File: config.mk
export PLATFORM = sky130hd
export DESIGN_NAME = aac_rtp_packetizer
export DESIGN_NICKNAME = d
export VERILOG_FILES = /design/src/rtl/aacrtp_pkg.sv /design/src/rtl/aac_rtp_packetizer.sv /design/src/rtl/aacrtp_front.sv /design/src/rtl/aacrtp_queue.sv /design/src/rtl/aacrtp_back.sv
export VERILOG_INCLUDE_DIRS = /design/src /design/src/rtl
export SDC_FILE = /design/constraint.sdc
export NUM_CORES = 1
export LEC_CHECK = 0
export BUFFER_PORTS_ARGS = -buffer_cell sky130_fd_sc_hd__clkbuf_2
export CAP_MARGIN = 20
export CORE_MARGIN = 5
export CORE_UTILIZATION = 25
export DETAILED_ROUTE_END_ITERATION = 8
export GPL_ROUTABILITY_DRIVEN = 0
export GPL_TIMING_DRIVEN = 0
export REMOVE_ABC_BUFFERS = 1
export SYNTH_ARGS = -nofsm -noshare
export SYNTH_HDL_FRONTEND = slang
export SYNTH_SLANG_ARGS = --single-unit
File: constraint.sdc
create_clock -name clk -period 7.5 [get_ports clk]
set_input_delay 1.125 -clock clk [delete_from_list [all_inputs] [get_ports clk]]
set_output_delay 1.125 -clock clk [all_outputs]
set_load 0.02 [all_outputs]
File: src/rtl/aac_rtp_packetizer_defines.svh
// assertion helpers used by the packetizer back end
`ifndef AAC_RTP_PACKETIZER_DEFINES_SVH
`define AAC_RTP_PACKETIZER_DEFINES_SVH

// same-cycle implication, disabled while in reset
`define AACRTP_ASSERT_NOW(label, clk, rst_n, ante, cons, msg) \
  label: assert property (@(posedge clk) disable iff (!rst_n) (ante) |-> (cons)) \
    else $error(msg);

// next-cycle implication, disabled while in reset
`define AACRTP_ASSERT_NEXT(label, clk, rst_n, ante, cons, msg) \
  label: assert property (@(posedge clk) disable iff (!rst_n) (ante) |=> (cons)) \
    else $error(msg);

`endif

File: src/rtl/aacrtp_pkg.sv
`default_nettype none

package aacrtp_pkg;

  // default packet size limit in bytes, headers included
  localparam int PACKET_LIMIT_DEF = 1500;
  // rtp header plus au header section
  localparam int HDR_BYTES        = 16;
  // largest au size the 13-bit size field can carry
  localparam int MAX_AU_SIZE      = 8191;
  // entries in the queue between front and back
  localparam int QUEUE_DEPTH      = 4;

  localparam logic [7:0] RTP_VERSION_BYTE = 8'h80;
  localparam logic [7:0] AU_LEN_HI        = 8'h00;
  localparam logic [7:0] AU_LEN_LO        = 8'h10;

  // what the back end has to do for one queued entry
  typedef enum logic [1:0] {
    CMD_DATA,
    CMD_HDR_DATA,
    CMD_TOO_LONG
  } cmd_kind_t;

  // configuration register indexes
  typedef enum logic [1:0] {
    CFG_PAYLOAD_TYPE,
    CFG_SSRC,
    CFG_INIT_SEQ
  } cfg_reg_t;

  // one classified input word
  typedef struct packed {
    cmd_kind_t   kind;
    logic [7:0]  data;
    logic        pkt_end;
    logic        frm_end;
    logic        marker;
    logic [15:0] seq;
    logic [31:0] ts;
    logic [12:0] frag;
  } cmd_t;

endpackage

`default_nettype wire

File: src/rtl/aac_rtp_packetizer.sv
`default_nettype none

// AAC to RTP packetizer. Frame bytes come in one word per cycle while
// in_ready is high; every fragment of up to PACKET_LIMIT-16 bytes goes out
// as a 16-byte RTP/AU header followed by its payload, one word per cycle
// while out_ready is high. The back end sends the header burst before the
// first word of a packet. The input side keeps taking words during a header
// burst until the 4-entry queue between the front and back ends is full, so
// the sustained input rate is set by the back end's single output byte per
// cycle. An oversized frame gives one flag word and its remaining bytes are
// taken at one per cycle while in_ready is high, with no output.
// Configuration writes are taken every cycle (cfg_ready is high).
module aac_rtp_packetizer #(
  parameter int PACKET_LIMIT = aacrtp_pkg::PACKET_LIMIT_DEF
) (
  input  logic        clk,
  input  logic        rst_n,
  input  logic        in_valid,
  output logic        in_ready,
  input  logic [7:0]  in_data_byte,
  input  logic        in_first_of_frame,
  input  logic [15:0] in_frame_length,
  input  logic [31:0] in_frame_timestamp,
  output logic        out_valid,
  input  logic        out_ready,
  output logic [7:0]  out_byte,
  output logic        out_packet_end,
  output logic        out_frame_end,
  output logic        out_too_long,
  output logic        out_run_last,
  input  logic        cfg_valid,
  output logic        cfg_ready,
  input  logic [1:0]  cfg_index,
  input  logic [31:0] cfg_data
);
  import aacrtp_pkg::*;

  logic [6:0]  payload_type_r, payload_type_nxt;
  logic [31:0] ssrc_r, ssrc_nxt;
  logic        cfg_write;
  logic        seq_load;

  logic        push;
  logic        pop;
  logic        queue_full;
  logic        queue_empty;
  cmd_t        push_cmd;
  cmd_t        head;

  assign cfg_ready = 1'b1;
  assign cfg_write = cfg_valid && cfg_ready;
  assign seq_load  = cfg_write && (cfg_index == CFG_INIT_SEQ);

  // configuration registers
  always_comb begin
    payload_type_nxt = payload_type_r;
    ssrc_nxt         = ssrc_r;
    if (cfg_write && cfg_index == CFG_PAYLOAD_TYPE) begin
      payload_type_nxt = cfg_data[6:0];
    end
    if (cfg_write && cfg_index == CFG_SSRC) begin
      ssrc_nxt = cfg_data;
    end
  end

  always_ff @(posedge clk) begin
    if (!rst_n) begin
      payload_type_r <= 7'd96;
      ssrc_r         <= '0;
    end else begin
      payload_type_r <= payload_type_nxt;
      ssrc_r         <= ssrc_nxt;
    end
  end

  aacrtp_front #(
    .PACKET_LIMIT (PACKET_LIMIT)
  ) u_front (
    .clk                (clk),
    .rst_n              (rst_n),
    .in_valid           (in_valid),
    .in_ready           (in_ready),
    .in_data_byte       (in_data_byte),
    .in_first_of_frame  (in_first_of_frame),
    .in_frame_length    (in_frame_length),
    .in_frame_timestamp (in_frame_timestamp),
    .seq_load           (seq_load),
    .seq_load_value     (cfg_data[15:0]),
    .queue_full         (queue_full),
    .push               (push),
    .push_cmd           (push_cmd)
  );

  aacrtp_queue u_queue (
    .clk      (clk),
    .rst_n    (rst_n),
    .push     (push),
    .push_cmd (push_cmd),
    .pop      (pop),
    .head     (head),
    .full     (queue_full),
    .empty    (queue_empty)
  );

  aacrtp_back u_back (
    .clk              (clk),
    .rst_n            (rst_n),
    .queue_empty      (queue_empty),
    .head             (head),
    .pop              (pop),
    .payload_type     (payload_type_r),
    .stream_source_id (ssrc_r),
    .out_valid        (out_valid),
    .out_ready        (out_ready),
    .out_byte         (out_byte),
    .out_packet_end   (out_packet_end),
    .out_frame_end    (out_frame_end),
    .out_too_long     (out_too_long),
    .out_run_last     (out_run_last)
  );

endmodule

`default_nettype wire

File: src/rtl/aacrtp_front.sv
`default_nettype none

module aacrtp_front #(
  parameter int PACKET_LIMIT = aacrtp_pkg::PACKET_LIMIT_DEF
) (
  input  logic              clk,
  input  logic              rst_n,
  input  logic              in_valid,
  output logic              in_ready,
  input  logic [7:0]        in_data_byte,
  input  logic              in_first_of_frame,
  input  logic [15:0]       in_frame_length,
  input  logic [31:0]       in_frame_timestamp,
  input  logic              seq_load,
  input  logic [15:0]       seq_load_value,
  input  logic              queue_full,
  output logic              push,
  output aacrtp_pkg::cmd_t  push_cmd
);
  import aacrtp_pkg::*;

  localparam int         PAYLOAD_MAX   = PACKET_LIMIT - HDR_BYTES;
  localparam logic [13:0] PAYLOAD_MAX_W = 14'(PAYLOAD_MAX);

  logic [15:0] seq_r, seq_nxt;
  logic [12:0] frame_left_r, frame_left_nxt;
  logic [12:0] pkt_left_r, pkt_left_nxt;
  logic [31:0] ts_r, ts_nxt;
  logic        drop_r, drop_nxt;
  logic [15:0] drop_left_r, drop_left_nxt;

  logic        accept;
  logic        do_pkt;
  logic        new_pkt;
  logic        marker;
  logic [12:0] fl;
  logic [12:0] pl;
  logic [12:0] frag;
  logic [12:0] pl_eff;
  logic [31:0] ts_use;

  assign in_ready = !queue_full;
  assign accept   = in_valid && in_ready;

  // classify the word and advance frame, packet and drop counters
  always_comb begin
    seq_nxt        = seq_r;
    frame_left_nxt = frame_left_r;
    pkt_left_nxt   = pkt_left_r;
    ts_nxt         = ts_r;
    drop_nxt       = drop_r;
    drop_left_nxt  = drop_left_r;
    push           = 1'b0;
    do_pkt         = 1'b0;
    fl             = frame_left_r;
    pl             = pkt_left_r;
    ts_use         = ts_r;

    if (accept) begin
      if (in_first_of_frame) begin
        drop_nxt       = 1'b0;
        drop_left_nxt  = '0;
        pkt_left_nxt   = '0;
        frame_left_nxt = '0;
        if (in_frame_length > 16'(MAX_AU_SIZE)) begin
          drop_nxt      = 1'b1;
          drop_left_nxt = in_frame_length - 16'd1;
          push          = 1'b1;
        end else begin
          ts_nxt         = in_frame_timestamp;
          ts_use         = in_frame_timestamp;
          fl             = in_frame_length[12:0];
          pl             = '0;
          frame_left_nxt = in_frame_length[12:0];
          do_pkt         = (in_frame_length != 16'd0);
        end
      end else if (drop_r) begin
        drop_left_nxt = drop_left_r - 16'd1;
        if (drop_left_nxt == 16'd0) begin
          drop_nxt = 1'b0;
        end
      end else if (frame_left_r != 13'd0) begin
        do_pkt = 1'b1;
      end
    end

    // fragment sizing for a packet that starts with this word
    new_pkt = (pl == 13'd0);
    marker  = ({1'b0, fl} <= PAYLOAD_MAX_W);
    frag    = marker ? fl : PAYLOAD_MAX_W[12:0];
    pl_eff  = new_pkt ? frag : pl;

    if (do_pkt) begin
      if (new_pkt) begin
        seq_nxt = seq_r + 16'd1;
      end
      pkt_left_nxt   = pl_eff - 13'd1;
      frame_left_nxt = fl - 13'd1;
      push           = 1'b1;
    end

    if (seq_load) begin
      seq_nxt = seq_load_value;
    end
  end

  // queue entry for the back end
  always_comb begin
    push_cmd.kind    = do_pkt ? (new_pkt ? CMD_HDR_DATA : CMD_DATA) : CMD_TOO_LONG;
    push_cmd.data    = in_data_byte;
    push_cmd.pkt_end = (pkt_left_nxt == 13'd0);
    push_cmd.frm_end = (frame_left_nxt == 13'd0);
    push_cmd.marker  = marker;
    push_cmd.seq     = seq_r + 16'd1;
    push_cmd.ts      = ts_use;
    push_cmd.frag    = frag;
  end

  always_ff @(posedge clk) begin
    if (!rst_n) begin
      seq_r        <= '0;
      frame_left_r <= '0;
      pkt_left_r   <= '0;
      ts_r         <= '0;
      drop_r       <= 1'b0;
      drop_left_r  <= '0;
    end else begin
      seq_r        <= seq_nxt;
      frame_left_r <= frame_left_nxt;
      pkt_left_r   <= pkt_left_nxt;
      ts_r         <= ts_nxt;
      drop_r       <= drop_nxt;
      drop_left_r  <= drop_left_nxt;
    end
  end

endmodule

`default_nettype wire

File: src/rtl/aacrtp_queue.sv
`default_nettype none

module aacrtp_queue (
  input  logic              clk,
  input  logic              rst_n,
  input  logic              push,
  input  aacrtp_pkg::cmd_t  push_cmd,
  input  logic              pop,
  output aacrtp_pkg::cmd_t  head,
  output logic              full,
  output logic              empty
);
  import aacrtp_pkg::*;

  localparam int PTR_W = $clog2(QUEUE_DEPTH);
  localparam int CNT_W = $clog2(QUEUE_DEPTH + 1);

  cmd_t             entry_r [QUEUE_DEPTH];
  logic [PTR_W-1:0] wr_ptr_r, wr_ptr_nxt;
  logic [PTR_W-1:0] rd_ptr_r, rd_ptr_nxt;
  logic [CNT_W-1:0] count_r, count_nxt;

  assign full  = (count_r == CNT_W'(QUEUE_DEPTH));
  assign empty = (count_r == '0);
  assign head  = entry_r[rd_ptr_r];

  // pointer and fill count update
  always_comb begin
    wr_ptr_nxt = wr_ptr_r;
    rd_ptr_nxt = rd_ptr_r;
    count_nxt  = count_r;
    if (push) begin
      wr_ptr_nxt = (wr_ptr_r == PTR_W'(QUEUE_DEPTH - 1)) ? '0 : wr_ptr_r + 1'b1;
    end
    if (pop) begin
      rd_ptr_nxt = (rd_ptr_r == PTR_W'(QUEUE_DEPTH - 1)) ? '0 : rd_ptr_r + 1'b1;
    end
    if (push && !pop) begin
      count_nxt = count_r + 1'b1;
    end else if (pop && !push) begin
      count_nxt = count_r - 1'b1;
    end
  end

  always_ff @(posedge clk) begin
    if (!rst_n) begin
      wr_ptr_r <= '0;
      rd_ptr_r <= '0;
      count_r  <= '0;
    end else begin
      wr_ptr_r <= wr_ptr_nxt;
      rd_ptr_r <= rd_ptr_nxt;
      count_r  <= count_nxt;
    end
  end

  // entry storage
  always_ff @(posedge clk) begin
    if (push) begin
      entry_r[wr_ptr_r] <= push_cmd;
    end
  end

endmodule

`default_nettype wire

File: src/rtl/aacrtp_back.sv
`default_nettype none
`include "aac_rtp_packetizer_defines.svh"

module aacrtp_back (
  input  logic              clk,
  input  logic              rst_n,
  input  logic              queue_empty,
  input  aacrtp_pkg::cmd_t  head,
  output logic              pop,
  input  logic [6:0]        payload_type,
  input  logic [31:0]       stream_source_id,
  output logic              out_valid,
  input  logic              out_ready,
  output logic [7:0]        out_byte,
  output logic              out_packet_end,
  output logic              out_frame_end,
  output logic              out_too_long,
  output logic              out_run_last
);
  import aacrtp_pkg::*;

  localparam int IDX_W = $clog2(HDR_BYTES + 1);
  localparam int SEL_W = $clog2(HDR_BYTES);

  logic [IDX_W-1:0] hdr_idx_r, hdr_idx_nxt;
  logic             out_valid_r, out_valid_nxt;
  logic [7:0]       out_byte_r, out_byte_nxt;
  logic             out_packet_end_r, out_packet_end_nxt;
  logic             out_frame_end_r, out_frame_end_nxt;
  logic             out_too_long_r, out_too_long_nxt;
  logic             out_run_last_r, out_run_last_nxt;

  logic             load;
  logic             in_header;
  logic [15:0]      au_word;
  logic [7:0]       hdr_byte;

  assign load      = !out_valid_r || out_ready;
  assign in_header = (head.kind == CMD_HDR_DATA) && (hdr_idx_r != IDX_W'(HDR_BYTES));
  assign pop       = load && !queue_empty && !in_header;
  assign au_word   = {head.frag, 3'b000};

  // header byte at the current position
  always_comb begin
    case (hdr_idx_r[SEL_W-1:0])
      4'd0:    hdr_byte = RTP_VERSION_BYTE;
      4'd1:    hdr_byte = {head.marker, payload_type};
      4'd2:    hdr_byte = head.seq[15:8];
      4'd3:    hdr_byte = head.seq[7:0];
      4'd4:    hdr_byte = head.ts[31:24];
      4'd5:    hdr_byte = head.ts[23:16];
      4'd6:    hdr_byte = head.ts[15:8];
      4'd7:    hdr_byte = head.ts[7:0];
      4'd8:    hdr_byte = stream_source_id[31:24];
      4'd9:    hdr_byte = stream_source_id[23:16];
      4'd10:   hdr_byte = stream_source_id[15:8];
      4'd11:   hdr_byte = stream_source_id[7:0];
      4'd12:   hdr_byte = AU_LEN_HI;
      4'd13:   hdr_byte = AU_LEN_LO;
      4'd14:   hdr_byte = au_word[15:8];
      4'd15:   hdr_byte = au_word[7:0];
      default: hdr_byte = '0;
    endcase
  end

  // output word selection: header burst, then the payload word, or the overflow flag word
  always_comb begin
    hdr_idx_nxt        = hdr_idx_r;
    out_valid_nxt      = out_valid_r;
    out_byte_nxt       = out_byte_r;
    out_packet_end_nxt = out_packet_end_r;
    out_frame_end_nxt  = out_frame_end_r;
    out_too_long_nxt   = out_too_long_r;
    out_run_last_nxt   = out_run_last_r;
    if (load) begin
      out_valid_nxt = !queue_empty;
      if (in_header) begin
        hdr_idx_nxt        = hdr_idx_r + 1'b1;
        out_byte_nxt       = hdr_byte;
        out_packet_end_nxt = 1'b0;
        out_frame_end_nxt  = 1'b0;
        out_too_long_nxt   = 1'b0;
        out_run_last_nxt   = 1'b0;
      end else if (head.kind == CMD_TOO_LONG) begin
        hdr_idx_nxt        = '0;
        out_byte_nxt       = '0;
        out_packet_end_nxt = 1'b0;
        out_frame_end_nxt  = 1'b0;
        out_too_long_nxt   = 1'b1;
        out_run_last_nxt   = 1'b1;
      end else begin
        hdr_idx_nxt        = '0;
        out_byte_nxt       = head.data;
        out_packet_end_nxt = head.pkt_end;
        out_frame_end_nxt  = head.frm_end;
        out_too_long_nxt   = 1'b0;
        out_run_last_nxt   = 1'b1;
      end
      if (queue_empty) begin
        hdr_idx_nxt = hdr_idx_r;
      end
    end
  end

  always_ff @(posedge clk) begin
    if (!rst_n) begin
      hdr_idx_r   <= '0;
      out_valid_r <= 1'b0;
    end else begin
      hdr_idx_r   <= hdr_idx_nxt;
      out_valid_r <= out_valid_nxt;
    end
  end

  always_ff @(posedge clk) begin
    out_byte_r       <= out_byte_nxt;
    out_packet_end_r <= out_packet_end_nxt;
    out_frame_end_r  <= out_frame_end_nxt;
    out_too_long_r   <= out_too_long_nxt;
    out_run_last_r   <= out_run_last_nxt;
  end

  assign out_valid      = out_valid_r;
  assign out_byte       = out_byte_r;
  assign out_packet_end = out_packet_end_r;
  assign out_frame_end  = out_frame_end_r;
  assign out_too_long   = out_too_long_r;
  assign out_run_last   = out_run_last_r;

  // a header burst in progress belongs to a queued header entry
  `AACRTP_ASSERT_NOW(a_hdr_owner, clk, rst_n, hdr_idx_r != '0, !queue_empty && head.kind == CMD_HDR_DATA, "header position without a header entry")
  // the overflow flag is a lone word with no packet end
  `AACRTP_ASSERT_NOW(a_too_long_alone, clk, rst_n, out_valid_r && out_too_long_r, out_run_last_r && !out_packet_end_r && !out_frame_end_r, "bad overflow word")
  // a packet always ends on a payload word
  `AACRTP_ASSERT_NOW(a_pkt_end_last, clk, rst_n, out_valid_r && out_packet_end_r, out_run_last_r && !out_too_long_r, "packet end on a header word")
  // a popped header entry must have sent its whole header
  `AACRTP_ASSERT_NEXT(a_hdr_done, clk, rst_n, pop && head.kind == CMD_HDR_DATA, hdr_idx_r == '0 && $past(hdr_idx_r) == IDX_W'(HDR_BYTES), "header entry left early")

endmodule

`default_nettype wire
==> report_table.html <==
<table>
<tr><th>Metric</th><th>Value</th></tr>
<tr><th colspan="2">Outcome</th></tr>
<tr><td>Status</td><td>finished, final reports clean</td></tr>
<tr><th colspan="2">Synthesis</th></tr>
<tr><td>Fraction of registers with async set or reset after synthesis</td><td>0</td></tr>
<tr><td>Post-synth top area cell</td><td>sky130_fd_sc_hd__edfxtp_1</td></tr>
<tr><td>Dominant synthesized flop cell</td><td>sky130_fd_sc_hd__edfxtp_1</td></tr>
<tr><td>Synthesized area per cell</td><td>12.30 um2</td></tr>
<tr><td>Post-synthesis instance total</td><td>1627</td></tr>
<tr><td>Distinct cell type count of the synthesized netlist</td><td>81</td></tr>
<tr><td>Synth top area share</td><td>0.4622</td></tr>
<tr><td>Area contributors post-synth</td><td>sky130_fd_sc_hd__edfxtp_1 46%, sky130_fd_sc_hd__dfxtp_1 15%, sky130_fd_sc_hd__mux4_2 8.3%</td></tr>
<tr><td>Part of the Yosys area used for sequential elements</td><td>0.6073</td></tr>
<tr><td>Synth Register Bits</td><td>453</td></tr>
<tr><td>Number of synthesized flops with an enable pin</td><td>308</td></tr>
<tr><td>Total number of yosys warnings</td><td>0</td></tr>
<tr><td>Cell area after synthesis</td><td>20010 um2</td></tr>
<tr><th colspan="2">Global routing</th></tr>
<tr><td>First-pass GRT wire length</td><td>80020 um</td></tr>
<tr><td>Initial antenna violation count</td><td>0</td></tr>
<tr><td>GRT Total Usage</td><td>0.1172</td></tr>
<tr><td>Maximum number of pins on one net before global-route repair</td><td>68</td></tr>
<tr><td>Via count of the first global-routing pass</td><td>13300</td></tr>
<tr><td>Residual overflow from global routing</td><td>0</td></tr>
<tr><th colspan="2">STA</th></tr>
<tr><td>Final Setup Violations</td><td>0</td></tr>
<tr><td>RSZ-0062 raised after global routing</td><td>false</td></tr>
<tr><td>Layout Skew</td><td>15.15 ps</td></tr>
<tr><td>Slew of the pin with the lowest slew margin</td><td>1108 ps</td></tr>
<tr><td>Clock period minus worst slack</td><td>6619 ps</td></tr>
<tr><td>Number of hold violations in the final report</td><td>0</td></tr>
<tr><td>Setup TNS</td><td>0 ps</td></tr>
<tr><td>Maximum clock frequency</td><td>151.1 MHz</td></tr>
<tr><td>Worst slew margin relative to its limit</td><td>0.2612</td></tr>
<tr><td>Final hold slack</td><td>458.9 ps</td></tr>
<tr><td>Number of pins exceeding their max-slew limit in the final report</td><td>0</td></tr>
<tr><td>Post-route clock period utilization</td><td>0.8825</td></tr>
<tr><th colspan="2">Final layout</th></tr>
<tr><td>Most common cell after layout, fill and taps aside</td><td>sky130_fd_sc_hd__edfxtp_1</td></tr>
<tr><td>Number of antenna diodes</td><td>0</td></tr>
<tr><td>Most used cells in the layout excluding fill and tap cells</td><td>308 x sky130_fd_sc_hd__edfxtp_1, 242 x sky130_fd_sc_hd__nand2_1, 143 x sky130_fd_sc_hd__dfxtp_1</td></tr>
<tr><td>Area growth from synthesis to layout</td><td>17.51%</td></tr>
<tr><td>Multi-input gate area</td><td>7386 um2</td></tr>
<tr><td>Nets</td><td>1825</td></tr>
<tr><td># fillers</td><td>8003</td></tr>
<tr><td>Footprint of the flip-flops and latches</td><td>12160 um2</td></tr>
<tr><td>Fraction of final layout cells sized beyond drive strength 1</td><td>0.1820</td></tr>
<tr><th colspan="2">Clocking</th></tr>
<tr><td>Post-CTS Setup Bufs</td><td>0</td></tr>
<tr><td>Clock tree from TritonCTS</td><td>done</td></tr>
<tr><td>Clock sinks</td><td>453</td></tr>
<tr><td>Clock latency at the later pin of the worst-skew pair</td><td>580 ps</td></tr>
<tr><td>CTS max path bufs</td><td>3</td></tr>
<tr><td>Root cell of the clock tree</td><td>sky130_fd_sc_hd__clkbuf_16</td></tr>
<tr><td>CTS clk-pin slew, worst paths</td><td>60 ps</td></tr>
<tr><td>Cts-stage hold buffer count</td><td>0</td></tr>
<tr><td>Htree depth</td><td>2</td></tr>
<tr><td>Number of buffers created by CTS</td><td>46</td></tr>
<tr><td>Post-CTS resize count</td><td>0</td></tr>
<tr><th colspan="2">Detailed routing</th></tr>
<tr><td>Antenna Nets Post-Route</td><td>0</td></tr>
<tr><td>Number of search-and-repair iterations in the first detailed-routing pass</td><td>9</td></tr>
<tr><td>Wire length per cell</td><td>18.64 um</td></tr>
<tr><td>Number of DRC violations after detailed-routing iteration 0</td><td>1211</td></tr>
<tr><td>Via density per instance</td><td>4.816</td></tr>
<tr><td>Drt drc</td><td>0</td></tr>
<tr><td>Vias after detailed routing</td><td>13470</td></tr>
<tr><td>Wire length reported by the detailed router</td><td>52120 um</td></tr>
<tr><th colspan="2">Power and ir drop</th></tr>
<tr><td>Combinational share of power</td><td>0.331</td></tr>
<tr><td>Seq pwr share</td><td>0.400</td></tr>
<tr><td>Sw Share</td><td>0.3404</td></tr>
<tr><td>IR drop worst, VDD</td><td>0.2288 mV</td></tr>
<tr><td>Switch Pwr</td><td>2.899 mW</td></tr>
<tr><td>Clock network power share</td><td>0.268</td></tr>
<tr><td>Power density over cell area</td><td>362.2 nW/um2</td></tr>
<tr><td>Lkg Pwr</td><td>8.120 nW</td></tr>
<tr><td>Cell-internal power</td><td>5.617 mW</td></tr>
<tr><th colspan="2">Critical path</th></tr>
<tr><td>Capturing element type of the critical path</td><td>flop</td></tr>
<tr><td>Most frequent CP cell</td><td>sky130_fd_sc_hd__a21oi_1</td></tr>
<tr><td>Critical Path AT</td><td>6920 ps</td></tr>
<tr><td>Worst-path cell with the longest stage delay</td><td>sky130_fd_sc_hd__nand3_4</td></tr>
<tr><td>Sequence of cells on the critical path</td><td>clkbuf_2, and2_1, nand3_4, nor2_1, a21oi_1, ha_1, nand3b_1, a21oi_1, o211ai_1, nand2_1, nor3_1, a21oi_1, ha_1, inv_1, or4b_1, o41a_1, a211oi_2, nand4_1, nor4_2</td></tr>
<tr><td>Startpoint class of the critical path</td><td>primary input</td></tr>
<tr><td>Delay of the slowest critical-path stage</td><td>680 ps</td></tr>
<tr><td>Crit Path Category</td><td>in -&gt; reg</td></tr>
<tr><td>Biggest fanout along the worst timing path</td><td>65</td></tr>
<tr><td>Endpoint required time on the critical path</td><td>7800 ps</td></tr>
<tr><th colspan="2">Flow run</th></tr>
<tr><td>Number of max-cap violations</td><td>0</td></tr>
<tr><th colspan="2">Floorplan</th></tr>
<tr><td>Initial standard-cell utilization of the core</td><td>0.2529</td></tr>
<tr><td># rows</td><td>103</td></tr>
<tr><td>Die area</td><td>85790 um2</td></tr>
<tr><td>CORE AREA</td><td>79130 um2</td></tr>
<tr><td>Die width</td><td>292.9 um</td></tr>
<tr><td>I/O pin count</td><td>111</td></tr>
<tr><td>Die span in y</td><td>292.9 um</td></tr>
<tr><th colspan="2">Placement</th></tr>
<tr><td>Port-buffer cells</td><td>109</td></tr>
<tr><td>Half-perimeter wire length after placement</td><td>35800 um</td></tr>
<tr><th colspan="2">Hold path</th></tr>
<tr><td>Worst min path class</td><td>reg -&gt; reg</td></tr>
</table>
-- final cells by class --
type                    instances  area share
clock buffers                  55     0.05082
inverters                      35    0.005800
well taps                    1050     0.05587
multi-input cells            1045      0.3141
repair buffers                130     0.04364
clock inverters                29     0.01261
flip-flops and latches        453      0.5171
-- critical path, delay by kind of cell --
family	cells	cell delay, ps
AOI/OAI and AO/OA	6	1520
adders and majority gates	2	450
buffers and inverters	2	540
and+or+nand+nor	9	3260
-- registers in the layout, summed over array words and instances (netlist names), named ones only --
name / cells
u_queue.entry_r: 296
ssrc_r: 32
u_front.ts_r: 32
u_front.drop_left_r: 16
u_front.seq_r: 16
u_front.frame_left_r: 13
u_front.pkt_left_r: 13
u_back.out_byte: 8
payload_type_r: 7
u_back.hdr_idx_r: 5
u_queue.count_r: 3
u_queue.rd_ptr_r: 2
u_queue.wr_ptr_r: 2
u_back.out_frame_end: 1
u_back.out_packet_end: 1
u_back.out_run_last: 1
u_back.out_too_long: 1
u_back.out_valid: 1
u_front.drop_r: 1
-- synth_stat cells (all sizes together) (21+ instances only) --
cell type and instances:
and2 22, nand2 243, mux4 74, a22oi 23, nor2 131, inv 34, xor2 27, edfxtp 308
dfxtp 145, a21oi 105, mux2i 22, clkbuf 70, o21ai 39, xnor2 36, nor3 30, nand3 30
a211oi 21, buf 31
-- logic make-up after synthesis --
group                      Yosys count  synth area share
buffers and inverters              136           0.02739
and+or+nand+nor                    557            0.1297
DFF                                453            0.6073
adders and majority gates           18           0.01163
xor gates and xnor gates            63           0.02758
other                                2         0.0003753
muxes                              104           0.09880
AOI/OAI and AO/OA                  294           0.09724
-- per-stage QoR --
step / cell area [um2] / total power, mW / utilization / setup slack [ps] / instances
floorplan: 19620 / 5.443 / - / -142.1 / 1533
global placement: 21480 / 6.241 / 0.2714 / -4581 / 2692
detailed placement: 21970 / 6.273 / 0.2776 / 311.5 / 2711
CTS: 23460 / 8.582 / 0.2964 / 909.6 / 2795
global route: 23510 / 8.966 / 0.2971 / 468.8 / 2797
finish: 23510 / 8.516 / 0.2971 / 881.5 / 2797
-- power by group through the flow --
stage	Sequential (mW)	Combinational (mW)	Clock (mW)
floorplan	3.49	1.95	0
global placement	3.58	2.66	0
detailed placement	3.46	2.81	0
CTS	3.41	2.82	2.35
global route	3.45	3.07	2.45
finish	3.41	2.82	2.29
-- layer usage --
layer	GRT usage	share of wire	vias to the layer above
met2	0.1906	0.47	473
met4	0.02424	0.016	0
met5	0	0	-
li1	-	-	6235
met1	0.1670	0.45	6703
met3	0.01867	0.061	59
-- worst paths after layout --
kind	startpoint	to	slack [ps]	depth (start not counted)
setup / recovery	in_first_of_frame	u_queue.entry_r[2][63]	880	19
hold / removal	ssrc_r[0]	ssrc_r[0]	460	2
setup reg to reg	u_queue.count_r[0]	u_queue.entry_r[2][63]	1310	18
hold reg to reg	ssrc_r[0]	ssrc_r[0]	460	2
(Power assumes the default switching activity.)
